--- src/rtl/core/pillar_weighted_accumulate_requant_unit_assert.svh ---
// Assertion macros used by the unit's top-level RTL file.
`ifndef PILLAR_WEIGHTED_ACCUMULATE_REQUANT_UNIT_ASSERT_SVH
`define PILLAR_WEIGHTED_ACCUMULATE_REQUANT_UNIT_ASSERT_SVH

// antecedent in any cycle implies consequent in the next
`define PWAR_ASSERT_NEXT(label, ante, cons) \
    label: assert property (@(posedge i_clk) disable iff (!i_rst_n) \
        (ante) |=> (cons)) else $error("assertion failed");

// condition must never hold
`define PWAR_ASSERT_NEVER(label, cond) \
    label: assert property (@(posedge i_clk) disable iff (!i_rst_n) \
        !(cond)) else $error("assertion failed");

`endif

--- src/rtl/core/pwar_pkg.sv ---
package pwar_pkg;

    localparam int LANES      = 8;
    localparam int MAX_LANES  = 8;
    localparam int FEAT_W     = 8 * MAX_LANES;
    localparam int WEIGHT_W   = 8;
    localparam int LANE_W     = 8;
    localparam int CONTRIB_W  = WEIGHT_W + LANE_W + 1;
    localparam int SUM_W      = 32;
    localparam int SCALE_W    = 24;
    localparam int FRAC_BITS  = 16;
    localparam int PROD_W     = SUM_W + SCALE_W;
    localparam int Q_W        = PROD_W - FRAC_BITS;
    localparam int CELL_W     = 14;
    localparam int IN_DATA_W  = 88;
    localparam int OUT_DATA_W = 80;
    localparam int ADDR_W     = 3;

    localparam logic [SCALE_W-1:0] SCALE_RESET = SCALE_W'(65536);
    localparam logic [0:0] REG_SCALE = 1'b0;

    localparam logic signed [Q_W-1:0] SAT_HI = Q_W'(127);
    localparam logic signed [Q_W-1:0] SAT_LO = -(Q_W'(128));

    typedef struct packed {
        logic acc_en;
        logic cap;
    } t_lane_ctrl;

    typedef struct packed {
        logic load;
        logic take;
    } t_out_ctrl;

    function automatic logic [LANE_W-1:0] sat_lane(input logic signed [PROD_W-1:0] p);
        logic signed [PROD_W-1:0] sh;
        logic signed [Q_W-1:0]    q;
        sh = p >>> FRAC_BITS;
        q  = sh[Q_W-1:0];
        if (q > SAT_HI) begin
            return SAT_HI[LANE_W-1:0];
        end else if (q < SAT_LO) begin
            return SAT_LO[LANE_W-1:0];
        end else begin
            return q[LANE_W-1:0];
        end
    endfunction

endpackage

--- src/rtl/core/pwar_merge.sv ---
module pwar_merge
    import pwar_pkg::*;
(
    input  logic                  i_clk,
    input  logic                  i_rst_n,
    input  t_out_ctrl             i_ctrl,
    input  logic [PROD_W-1:0]     i_prod [LANES],
    input  logic [CELL_W-1:0]     i_cell,
    output logic                  o_valid,
    output logic [OUT_DATA_W-1:0] o_data
);

    logic [FEAT_W-1:0]     w_packed;
    logic                  r_valid;
    logic [FEAT_W-1:0]     r_packed;
    logic [CELL_W-1:0]     r_cell;

    for (genvar c = 0; c < MAX_LANES; c++) begin : g_pack
        if (c < LANES) begin : g_on
            assign w_packed[LANE_W*c +: LANE_W] = sat_lane($signed(i_prod[c]));
        end else begin : g_off
            assign w_packed[LANE_W*c +: LANE_W] = '0;
        end
    end

    always_ff @(posedge i_clk) begin
        if (!i_rst_n) begin
            r_valid <= 1'b0;
        end else if (i_ctrl.load) begin
            r_valid <= 1'b1;
        end else if (i_ctrl.take) begin
            r_valid <= 1'b0;
        end
    end

    always_ff @(posedge i_clk) begin
        if (i_ctrl.load) begin
            r_packed <= w_packed;
            r_cell   <= i_cell;
        end
    end

    assign o_valid = r_valid;
    assign o_data  = {{(OUT_DATA_W-FEAT_W-CELL_W){1'b0}}, r_packed, r_cell};

endmodule

--- config.mk ---
export PLATFORM = sky130hd
export DESIGN_NAME = pwar_merge
export DESIGN_NICKNAME = d
export VERILOG_FILES = /design/src/rtl/core/pillar_weighted_accumulate_requant_unit_assert.svh /design/src/rtl/core/pwar_pkg.sv /design/src/rtl/core/pwar_merge.sv
export SDC_FILE = /design/constraint.sdc
export NUM_CORES = 1
export LEC_CHECK = 0
export BUFFER_PORTS_ARGS = -buffer_cell sky130_fd_sc_hd__clkbuf_2
export CORE_AREA = 4 4 210 212
export DETAILED_ROUTE_END_ITERATION = 12
export DIE_AREA = 0 0 214 216
export GPL_ROUTABILITY_DRIVEN = 0
export PLACE_DENSITY = 0.4
export REMOVE_ABC_BUFFERS = 1
export SLEW_MARGIN = 20
export SYNTH_ARGS = -nofsm -noshare
export SYNTH_HDL_FRONTEND = slang
export SYNTH_SLANG_ARGS = --single-unit
--- constraint.sdc ---
create_clock -name i_clk -period 1.6 [get_ports i_clk]
set_input_delay 0.08 -clock i_clk [delete_from_list [all_inputs] [get_ports i_clk]]
set_output_delay 0.08 -clock i_clk [all_outputs]
set_load 0.005 [all_outputs]
# Yosys cells after proc, flatten, opt, wreduce, memory -nomap -nowiden
# Cells that the tools add are included.
[totals]
reg_bits = 79
output_inout_bits = 81
[classes]
n_reduce_logical = 1
n_lt_le_gt_ge = 16
muxes = 10
[ops]
columns = ["cell", "n"]
rows = [
  ["$gt 40x8->1 const B", 8],
  ["$lt 40x8->1 const B", 8],
  ["$mux 8", 8],
  ["$mux 1", 2],
  ["$reduce_bool 2->1", 1],
]

# Depth between registers and ports, before layout
[logic_depth]
word_depth = 2
mapped_depth = 5
ltp_nobuf = 4

# Least setup slack after synthesis
# No wires, ideal clock.
[synth_path]
kind = "in2reg"
startpoint = "input i_prod[447] in the netlist's numbering"
endpoint = "register r_packed[0], data pin"
stages = 5
setup_time_ns = 0.146
slack_ns = 0.106
t_arrival_ns = 1.348
n_path_buf = 1
cell_sequence = "buf_6 nand4_1 or4_4 nor4_4 o2bb2ai_1"
[synth_via]
elab_chain_cells = 2
word_cells_on_any_way = 3
classes_between = "order compare (2); mux (1)"
[synth_rtl]
columns = ["element", "line", "rtl"]
rows = [
  ["from (decl)", "pwar_merge.sv:7", "input logic [PROD_W-1:0] i_prod [LANES],"],
  ["$lt 40x8->1", "pwar_pkg.sv:42", "end else if (q < SAT_LO) begin"],
  ["$mux 8", "pwar_pkg.sv:42", ""],
  ["to (signal assigned)", "pwar_merge.sv:38", "r_packed <= w_packed;"],
  ["to (decl)", "pwar_merge.sv:15", "logic [FEAT_W-1:0] r_packed;"],
]
# Several ways; a longest one is shown, not always the timed one.
# A chain may end at the register's enable or synchronous reset.

# Worst setup path in the final report
[layout_path]
startpoint = "input i_prod[447] in the netlist's numbering"
endpoint = "register r_packed[3], data pin"
# The elaborated chain is that of the path after synthesis.

==> results.py <==
metrics = {
    "min_path": {
        "min_to": "r_packed[44]",
        "hold_depth": 2,
        "worstHoldStart": "i_prod[132]",
        "hp-class": "input port to register",
    },
    "pwr": {
        "powerDensity_nw_per_um2": 707,
        "ir_drop_mv": 0.433,
        "p_leak_nw": 3.34,
    },
    "final_layout": {
        "final_cell_count_no_fill": 1437,
        "layout_common_cells": "415 x clkbuf_2, 103 x nor4_1, 78 x edfxtp_1",
        "synthToLayoutAreaGrowth_pct": 80.9,
        "drive_gt1_share_pct": 53.4,
        "fin_nets": 1358,
        "nFillCells": 4613,
        "final_common_cell": "clkbuf_2",
    },
    "synthesis": {
        "syn_inst": 400,
        "yosysTopAreaCell": "edfxtp_1",
        "netlist-cell-type-count": 21,
        "netlist.area_leader.share_pct": 51.2,
        "synth_warnings": 0,
        "synth.area.top_cells": "edfxtp_1 51%, nor4_1 14%, nand4_1 9.3%",
        "synth-seq-cells": 79,
        "synth_area_per_cell_um2": 11.4,
        "synth_edf_count": 78,
        "synthArstFlopShare_pct": 0,
        "synth_ff_type": "edfxtp_1",
        "syn_area_um2": 4580,
        "yosysSeqAreaShare_pct": 51.6,
    },
    "sta": {
        "worst_slack_ns": 0.0809,
        "finalClockSkew_ns": 0,
        "post-route-min-period_ns": 1.52,
        "worstMarginPinSlew_ns": 0.548,
        "holdWs_ns": 0.0275,
        "fin_tns_setup_ns": 0,
        "rsz0062_at_grt": "no",
        "relSlewSlack_pct": 63.2,
        "period_share_pct": 94.9,
        "setup_viol_count_final": 0,
        "slew_violations": 0,
        "max_freq_ghz": 0.658,
        "hold_viol_final": 0,
    },
    "outcome": {
        "status": "finished, final reports clean",
    },
    "global_routing": {
        "grt_pass1_wl_mm": 34.5,
        "antenna_found_initial": 0,
        "grt_pass1_vias": 6024,
        "grt_max_degree": 36,
        "gr-total-overflow": 0,
        "grt_usage_pct": 9.80,
    },
    "route": {
        "drt_pass1_iterations": 4,
        "drt_drc_violations_left": 0,
        "drt-total-wl_mm": 23.3,
        "num_vias": 5673,
        "wl_per_cell_um": 16.2,
        "drt_iter0_markers": 263,
        "antenna_left": 0,
        "via_per_inst": 3.95,
    },
    "clock_tree": {
        "htree_levels": 3,
        "clkTransAtPathRegs_ns": 0.07,
        "root_buffer": "clkbuf_16",
        "cts_buffer_depth": 2,
        "post_cts_buffers": 0,
        "clock-sinks": 79,
        "cts_buffers": 9,
        "clk-insertion-delay-late_ns": 0.37,
        "cts_tree": "done",
    },
    "floorplanning": {
        "die_y_um": 216,
        "rows": 75,
        "dieArea_um2": 46200,
        "start_util_pct": 10.9,
        "coreArea_um2": 41900,
        "pin_count": 547,
        "die_w_um": 214,
    },
    "critical_path": {
        "r2r-start": "o_valid",
        "crit_arrival_ns": 1.64,
        "cp-start-kind": "input port",
        "critical_path.max_fanout": 7,
        "ff2ff_path_depth": 3,
        "r2r_setup_slack_ns": 0.37,
        "r2r_end": "o_valid",
        "cp-end-kind": "register",
        "critPathKind": "input port to register",
        "crit_required_ns": 1.72,
        "crit_start": "i_prod[447]",
    },
    "placed_design": {
        "dp_slack_ns": -0.442,
        "dp_cells": 1368,
        "hpwlAfterDp_mm": 19.9,
        "io_buffers": 416,
    },
    "job": {
        "maxCapViolCount": 0,
    },
}
==> worst max-delay path by stage <==
stage	slack, ns	cells after the start	endpoint
floorplan	0.21	4	r_packed[0]
global placement	-0.47	7	r_packed[3]
detailed placement	-0.44	7	r_packed[4]
CTS	0.17	6	r_packed[20]
global route	0.05	6	r_packed[18]
finish	0.08	7	r_packed[3]
==> flip-flops by register name, summed over array words and instances, names as in the netlist <==
register  cells
r_cell       14
r_packed     64
o_valid       1
==> logic make-up (layout without fill, tap and decap cells) <==
kind of cell / count (synthesis) / in the layout / synth area share, %
buffers and inverters: 20 / 516 / 3.44
AND/OR/NAND/NOR: 243 / 243 / 34.0
AO/OA/AOI/OAI: 57 / 57 / 10.9
other: 1 / 3 / 0.0819
flip-flops: 79 / 79 / 51.6
==> layer usage <==
layer | wire length [um] | GRT usage [%] | part of all wire [%]
met1 | 9110 | 10.8 | 39
met5 | 0 | 0 | 0
met4 | 542 | 3.93 | 2.3
met3 | 2330 | 4.30 | 10
met2 | 11300 | 16.7 | 49
==> where the power goes <==
group          switching (mW)  internal, mW
registers              0.0462          2.45
clock network            1.04          1.23
logic                   0.518         0.572
total                    1.60          4.26
==> area by class of cell <==
cell class / instances / area, um^2 / share of cell area, %
repair buffers: 500 / 2870 / 34.7
multi-input cells: 302 / 2070 / 25.0
well taps: 539 / 674 / 8.14
diodes: 1 / 2.50 / 0.0302
flip-flops and latches: 79 / 2360 / 28.5
clock inverters: 7 / 80.1 / 0.967
clock buffers: 9 / 225 / 2.72
==> critical path: stages <==
cell	delay, ns
clkbuf_2	0.10
buf_4	0.13
nor4_2	0.38
nand4_1	0.31
buf_4	0.26
nor4_1	0.26
o2bb2ai_1	0.11
==> what timing repair did <==
item                       in CTS  in global routing
setup endpoints to repair       2                  0
hold endpoints to repair       51                  0
hold buffers                   52                  0
resized for setup               1                  0
==> cell usage after synthesis, types with 6 or more instances <==
library cell   instances
a2bb2oi_1             14
buf_6                  6
clkbuf_1               6
dlygate4sd1_1          6
edfxtp_1              78
nand2_1               12
nand3_1               26
nand4_1               68
nor2_1                 6
nor3_1                 6
nor4_1               104
nor4_4                 6
o2bb2ai_1             42
or3_1                  6
or4_4                  6
==> through the flow <==
step	util, %	cell area, um^2	power [mW]
6_report	19.7	8280	5.86
3_3_place_gp	17.8	7450	3.54
4_1_cts	19.7	8280	6.05
5_1_grt	19.7	8280	6.21
2_1_floorplan	-	4420	2.68
3_5_place_dp	17.8	7450	3.55
Power figures use the tool's default switching activity.
