$ cat src/rtl/core/pillar_weighted_accumulate_requant_unit_assert.svh
// Assertion macros used by the unit's top-level RTL file.
`ifndef PILLAR_WEIGHTED_ACCUMULATE_REQUANT_UNIT_ASSERT_SVH
`define PILLAR_WEIGHTED_ACCUMULATE_REQUANT_UNIT_ASSERT_SVH

// antecedent in any cycle implies consequent in the next
`define PWAR_ASSERT_NEXT(label, ante, cons) \
    label: assert property (@(posedge i_clk) disable iff (!i_rst_n) \
        (ante) |=> (cons)) else $error("assertion failed");

// condition must never hold
`define PWAR_ASSERT_NEVER(label, cond) \
    label: assert property (@(posedge i_clk) disable iff (!i_rst_n) \
        !(cond)) else $error("assertion failed");

`endif

$ cat src/rtl/core/pwar_pkg.sv
package pwar_pkg;

    localparam int LANES      = 8;
    localparam int MAX_LANES  = 8;
    localparam int FEAT_W     = 8 * MAX_LANES;
    localparam int WEIGHT_W   = 8;
    localparam int LANE_W     = 8;
    localparam int CONTRIB_W  = WEIGHT_W + LANE_W + 1;
    localparam int SUM_W      = 32;
    localparam int SCALE_W    = 24;
    localparam int FRAC_BITS  = 16;
    localparam int PROD_W     = SUM_W + SCALE_W;
    localparam int Q_W        = PROD_W - FRAC_BITS;
    localparam int CELL_W     = 14;
    localparam int IN_DATA_W  = 88;
    localparam int OUT_DATA_W = 80;
    localparam int ADDR_W     = 3;

    localparam logic [SCALE_W-1:0] SCALE_RESET = SCALE_W'(65536);
    localparam logic [0:0] REG_SCALE = 1'b0;

    localparam logic signed [Q_W-1:0] SAT_HI = Q_W'(127);
    localparam logic signed [Q_W-1:0] SAT_LO = -(Q_W'(128));

    typedef struct packed {
        logic acc_en;
        logic cap;
    } t_lane_ctrl;

    typedef struct packed {
        logic load;
        logic take;
    } t_out_ctrl;

    function automatic logic [LANE_W-1:0] sat_lane(input logic signed [PROD_W-1:0] p);
        logic signed [PROD_W-1:0] sh;
        logic signed [Q_W-1:0]    q;
        sh = p >>> FRAC_BITS;
        q  = sh[Q_W-1:0];
        if (q > SAT_HI) begin
            return SAT_HI[LANE_W-1:0];
        end else if (q < SAT_LO) begin
            return SAT_LO[LANE_W-1:0];
        end else begin
            return q[LANE_W-1:0];
        end
    endfunction

endpackage

$ cat src/rtl/core/pwar_lane.sv
module pwar_lane
    import pwar_pkg::*;
(
    input  logic                      i_clk,
    input  logic                      i_rst_n,
    input  t_lane_ctrl                i_ctrl,
    input  logic [WEIGHT_W-1:0]       i_weight,
    input  logic [LANE_W-1:0]         i_feat,
    input  logic [SCALE_W-1:0]        i_scale,
    output logic [PROD_W-1:0]         o_prod
);

    logic [SUM_W-1:0]          r_sum;
    logic [SUM_W-1:0]          n_sum;
    logic [PROD_W-1:0]         r_prod;
    logic signed [WEIGHT_W:0]  w_weight;
    logic signed [LANE_W-1:0]  w_feat;
    logic signed [CONTRIB_W-1:0] w_contrib;
    logic signed [SUM_W-1:0]   w_sum_s;
    logic signed [SCALE_W-1:0] w_scale_s;
    logic signed [PROD_W-1:0]  w_mul;
    logic [SUM_W-1:0]          w_base;

    assign w_weight  = $signed({1'b0, i_weight});
    assign w_feat    = $signed(i_feat);
    assign w_contrib = w_weight * w_feat;
    assign w_base    = i_ctrl.cap ? '0 : r_sum;

    always_comb begin
        n_sum = w_base;
        if (i_ctrl.acc_en) begin
            n_sum = w_base + {{(SUM_W-CONTRIB_W){w_contrib[CONTRIB_W-1]}}, w_contrib};
        end
    end

    assign w_sum_s   = $signed(r_sum);
    assign w_scale_s = $signed(i_scale);
    assign w_mul     = w_sum_s * w_scale_s;

    always_ff @(posedge i_clk) begin
        if (!i_rst_n) begin
            r_sum <= '0;
        end else begin
            r_sum <= n_sum;
        end
    end

    always_ff @(posedge i_clk) begin
        if (i_ctrl.cap) begin
            r_prod <= w_mul;
        end
    end

    assign o_prod = r_prod;

endmodule

$ cat config.mk
export PLATFORM = sky130hd
export DESIGN_NAME = pwar_lane
export DESIGN_NICKNAME = d
export VERILOG_FILES = /design/src/rtl/core/pillar_weighted_accumulate_requant_unit_assert.svh /design/src/rtl/core/pwar_pkg.sv /design/src/rtl/core/pwar_lane.sv
export SDC_FILE = /design/constraint.sdc
export NUM_CORES = 2
export LEC_CHECK = 0
export ABC_AREA = 1
export ABC_CLOCK_PERIOD_IN_PS = 7800
export BUFFER_PORTS_ARGS = -buffer_cell sky130_fd_sc_hd__buf_2
export CORE_MARGIN = 2
export CORE_UTILIZATION = 50
export DETAILED_ROUTE_END_ITERATION = 8
export PLACE_DENSITY = 0.66
export SLEW_MARGIN = 0
export SYNTH_ARGS = -nofsm -noshare
export SYNTH_HDL_FRONTEND = slang
export SYNTH_SLANG_ARGS = --single-unit
$ cat constraint.sdc
create_clock -name i_clk -period 7.8 [get_ports i_clk]
set_clock_uncertainty 0.05 [all_clocks]
set_input_delay 0.39 -clock i_clk [delete_from_list [all_inputs] [get_ports i_clk]]
set_output_delay 0.39 -clock i_clk [all_outputs]
set_load 0.005 [all_outputs]
# Yosys cells after proc, flatten, opt, wreduce, memory -nomap -nowiden
# Cells that the tools add are included.
op_classes:
  n_mul: 2
  n_mux: 2
  addsub: 1
ops:
  columns: ["cell", "n"]
  rows:
  - ["2-to-1 mux 32 bit", 2]
  - ["multiplier 32 x 24 -> 56 bit", 1]
  - ["adder 32 bit", 1]
  - ["multiplier 9 x 8 -> 17 bit", 1]
word_totals:
  reg_bits: 88
  inputBits: 44
  out_inout_bits: 56
  wordCells: 7

# Longest topological paths before layout
logic_depth:
  depth_word: 3
  mapped_depth: 35
  mapped_depth_nobuf: 34

# Worst setup path before layout
# Ideal clock, no wire load.
synth_path:
  path_kind: "reg2reg"
  from: "register r_sum[31]"
  to: "register r_prod[54] (netlist: o_prod[54]) (data pin)"
  path_stages_with_launch: 22
  required_time_ps: 7497
  t_arrival_ps: 6187
  slack_ps: 1310
  n_path_buf: 2
  path_cell_list: "dfxtp_1 > clkbuf_1 > clkbuf_1 > nand2_1 > inv_1 > fa_1 > fa_1 > fa_1 > inv_1 > fa_1 > fa_1 > inv_1 > fa_1 > fa_1 > ha_1 > nand2_1 > nor3_1 > nand2_1 > nor4_2 > nand2_1 > nand4_1 > nand2_1"
synth_via:
  elab_chain_cells: 1
synth_rtl:
  columns: ["item", "line", "source"]
  rows:
  - ["start, declared", "pwar_lane.sv:13", "logic [SUM_W-1:0] r_sum;"]
  - ["start signal, assigned", "pwar_lane.sv:44", "r_sum <= n_sum;"]
  - ["multiplier 32 x 24 -> 56 bit", "pwar_lane.sv:38", "assign w_mul = w_sum_s * w_scale_s;"]
  - ["named net w_mul[54]", "pwar_lane.sv:21", "logic signed [PROD_W-1:0] w_mul;"]
  - ["end signal, assigned", "pwar_lane.sv:50", "r_prod <= w_mul;"]
  - ["end, declared", "pwar_lane.sv:15", "logic [PROD_W-1:0] r_prod;"]
# The timed path passes the listed nets, and every way through them passes these cells.
# A chain may end at the register's enable or synchronous reset.

# Worst setup path in the final report
layout_path:
  from: "register r_sum[31]"
  to: "register r_prod[40] (netlist: o_prod[40]) (data pin)"
# Same word-level chain as after synthesis.

==> metrics.csv <==
stage;metric;value;unit
clock_network;cts_num_sinks;88;
finish;drive_above_1_share;5.30;%
worst_setup_path;critPathLaunchType;flop;
route;drtIter0Drc;2229;
route;vias;28600;
sta;drv_slew;0;
worst_setup_path;arrival;7430;ps
status;run_status;finished clean;
die;fp.dieW;273;um
clock_network;cts_hold_buf;0;
finish;area_delta_synth_final;5.26;%
synthesis;syn_nets;5768;
sta;tns;0;ps
die;core_area;71500;um2
clock_network;ctsResizeCount;0;
die;start_util;50.5;%
global_routing;grt_overflow;0;
synthesis;synth_edf_count;56;
sta;tightest_slew;1000;ps
worst_setup_path;worstSetupPathType;reg -> reg;
route;routed_wl;99700;um
finish;diodes;0;
clock_network;ctsLongestPathBuffers;2;
placed_design;port_buffers;99;
synthesis;syn_area_per_cell;7.71;um2
route;drc;0;
global_routing;grt.total_usage;28.6;%
synthesis;synth_seq_cells;88;
global_routing;grt_pass1_vias;30800;
global_routing;grt_pass1_wl;165000;um
route;drtAntennaViolNets;0;
route;wl_per_cell;17.7;um
clock_network;cts_buffers;9;
synthesis;yosysSeqAreaShare;6.44;%
synthesis;synth_flop_cell;edfxtp_1;
worst_setup_path;crit_path_end_kind;flop;
die;dieHeight;273;um
synthesis;synth_area_leader_cell;fa_1;
sta;clock.fmax;137;MHz
route;drt_pass1_iterations;6;
finish;nets;5765;
clock_network;ctsHtreeMaxLevel;3;
clock_network;clockRootBuffer;clkbuf_16;
clock_network;worstSkewPairLatency;390;ps
sta;period_needed;7280;ps
sta;slew-limit-headroom;32.8;%
sta;hold_viol;0;
route;via_per_inst;5.07;
die;io_pins;100;
worst_setup_path;critPathRequiredTime;7950;ps
synthesis;synth_top_area_share;45.5;%
placed_design;place_area;37700;um2
synthesis;syn_inst;4679;
worst_hold_path;hold_path.class;in -> reg;
synthesis;ys.warnings.count;0;
placed_design;post-place-cells;5615;
finish;design_area;38000;um2
synthesis;synth_area_leaders;fa_1 (46%), inv_1 (15%), nand2_1 (12%);
synthesis;async_flop_share;0;%
die;die-area;74300;um2
clock_network;postCtsSetupBuffers;0;
die;rows;98;
synthesis;synthDistinctLibCells;39;
finish;multiInputGateArea;27500;um2
global_routing;grt_max_degree;65;
sta;grt_setup_unrepaired;no;
run;cap_violations;0;
sta;setup_viol;0;
placed_design;place_congestion;0.966;
global_routing;grt_antenna_before_repair;0;
clock_network;cts_tree;built;
worst_setup_path;crit_fanout;13;
clock_network;clkSlewWorstSetupHoldPaths;90;ps
sta;timing.final.crit_share;93.4;%
synthesis;syn_area;36100;um2
finish;register_area;2320;um2
placed_design;hpwl;83100;um
finish;stdcell_count;5631;
finish;nFillCells;6820;
[worst max-delay path, cell delays in order (launching register included)]
cell and delay (ps):
dfxtp_1 710, nand2_1 170, inv_1 160, fa_1 570, fa_1 710, inv_1 210
fa_1 600, fa_1 450, fa_1 580, fa_1 440, fa_1 490, inv_1 40
ha_1 420, nand2_1 140, nor2_1 100, inv_1 100, o21ai_0 500, nor2_1 160
nand3_1 220, xor2_1 250
[routing by layer]
layer / track usage, % / part of all wire (%) / up-vias
met4: 10.8 / 4.2 / 0
met2: 48.7 / 49 / 990
li1: - / - / 13100
met3: 2.79 / 6.4 / 185
met1: 37.8 / 41 / 14300
met5: 0 / 0 / -
[flip-flops by register name (all words and copies together), names as in the netlist]
register and cells:
r_sum 32, o_prod 56
[worst paths after layout]
path                   from          to  slack, ps  depth (start not counted)
setup reg to reg  r_sum[31]  o_prod[40]        520                         19
hold / removal      i_rst_n   r_sum[15]        320                          3
setup / recovery  r_sum[31]  o_prod[40]        520                         19
hold reg to reg   r_sum[25]   r_sum[25]        520                          4
[cells in the mapped netlist (10+ instances only)]
library cell,number
ha_1,224
xnor2_1,19
nor3_1,10
nand3_1,82
a21oi_1,133
o21ai_1,17
xor2_1,57
nand2_1,1158
o21ai_0,62
nor2_2,11
nand2_2,16
clkbuf_1,187
nor2_1,204
inv_1,1481
edfxtp_1,56
o21bai_1,18
fa_1,821
dfxtp_1,32
nand4_1,19
[stage by stage]
step	utilization (%)	hold slack (ps)	worst slack [ps]
detailed placement	52.7	511	470
floorplan	-	452	1310
global route	53.1	339	228
global placement	52.7	515	432
CTS	53.1	314	556
finish	53.1	316	516
[cell usage in the layout, fill, tap and decap left out, types with 6 or more instances in the layout]
| cell type | Yosys | final |
|---|---|---|
| inv_1 | 1481 | 1481 |
| nand2_1 | 1158 | 1158 |
| fa_1 | 821 | 821 |
| ha_1 | 224 | 224 |
| nor2_1 | 204 | 204 |
| a21oi_1 | 133 | 133 |
| buf_2 | 0 | 98 |
| nand3_1 | 82 | 82 |
| buf_4 | 0 | 70 |
| o21ai_0 | 62 | 62 |
| xor2_1 | 57 | 57 |
| edfxtp_1 | 56 | 56 |
| dfxtp_1 | 32 | 31 |
| xnor2_1 | 19 | 19 |
| nand4_1 | 19 | 19 |
| o21bai_1 | 18 | 18 |
| o21ai_1 | 17 | 17 |
| nand2_2 | 16 | 16 |
| nor2_2 | 11 | 11 |
| nor3_1 | 10 | 10 |
| clkbuf_16 | 0 | 9 |
| o21a_1 | 8 | 8 |
| a21boi_0 | 8 | 8 |
| inv_2 | 7 | 7 |
| a31oi_1 | 6 | 6 |
[cell type report]
type                       count  share of cell area [%]
timing repair buffer         173                    2.94
tap                          950                    3.13
multi-input combinational   2913                    72.3
clock inverter                 7                   0.184
clock buffer                   9                   0.593
inverter                    1491                    14.7
sequential                    88                    6.12
[kinds of logic (layout without fill, tap and decap cells)]
group,Yosys count,count (layout),synth area share [%]
fa+ha+maj,1045,1045,53.3
buf+inv,1678,1680,17.5
simple gates,1525,1525,16.8
flops,88,88,6.44
xor+xnor,76,76,1.84
compound gates,267,267,4.11
Power is left out: the tool's default activity adds up to more than one toggle a clock period on the data nets, which glitch-free logic cannot reach.
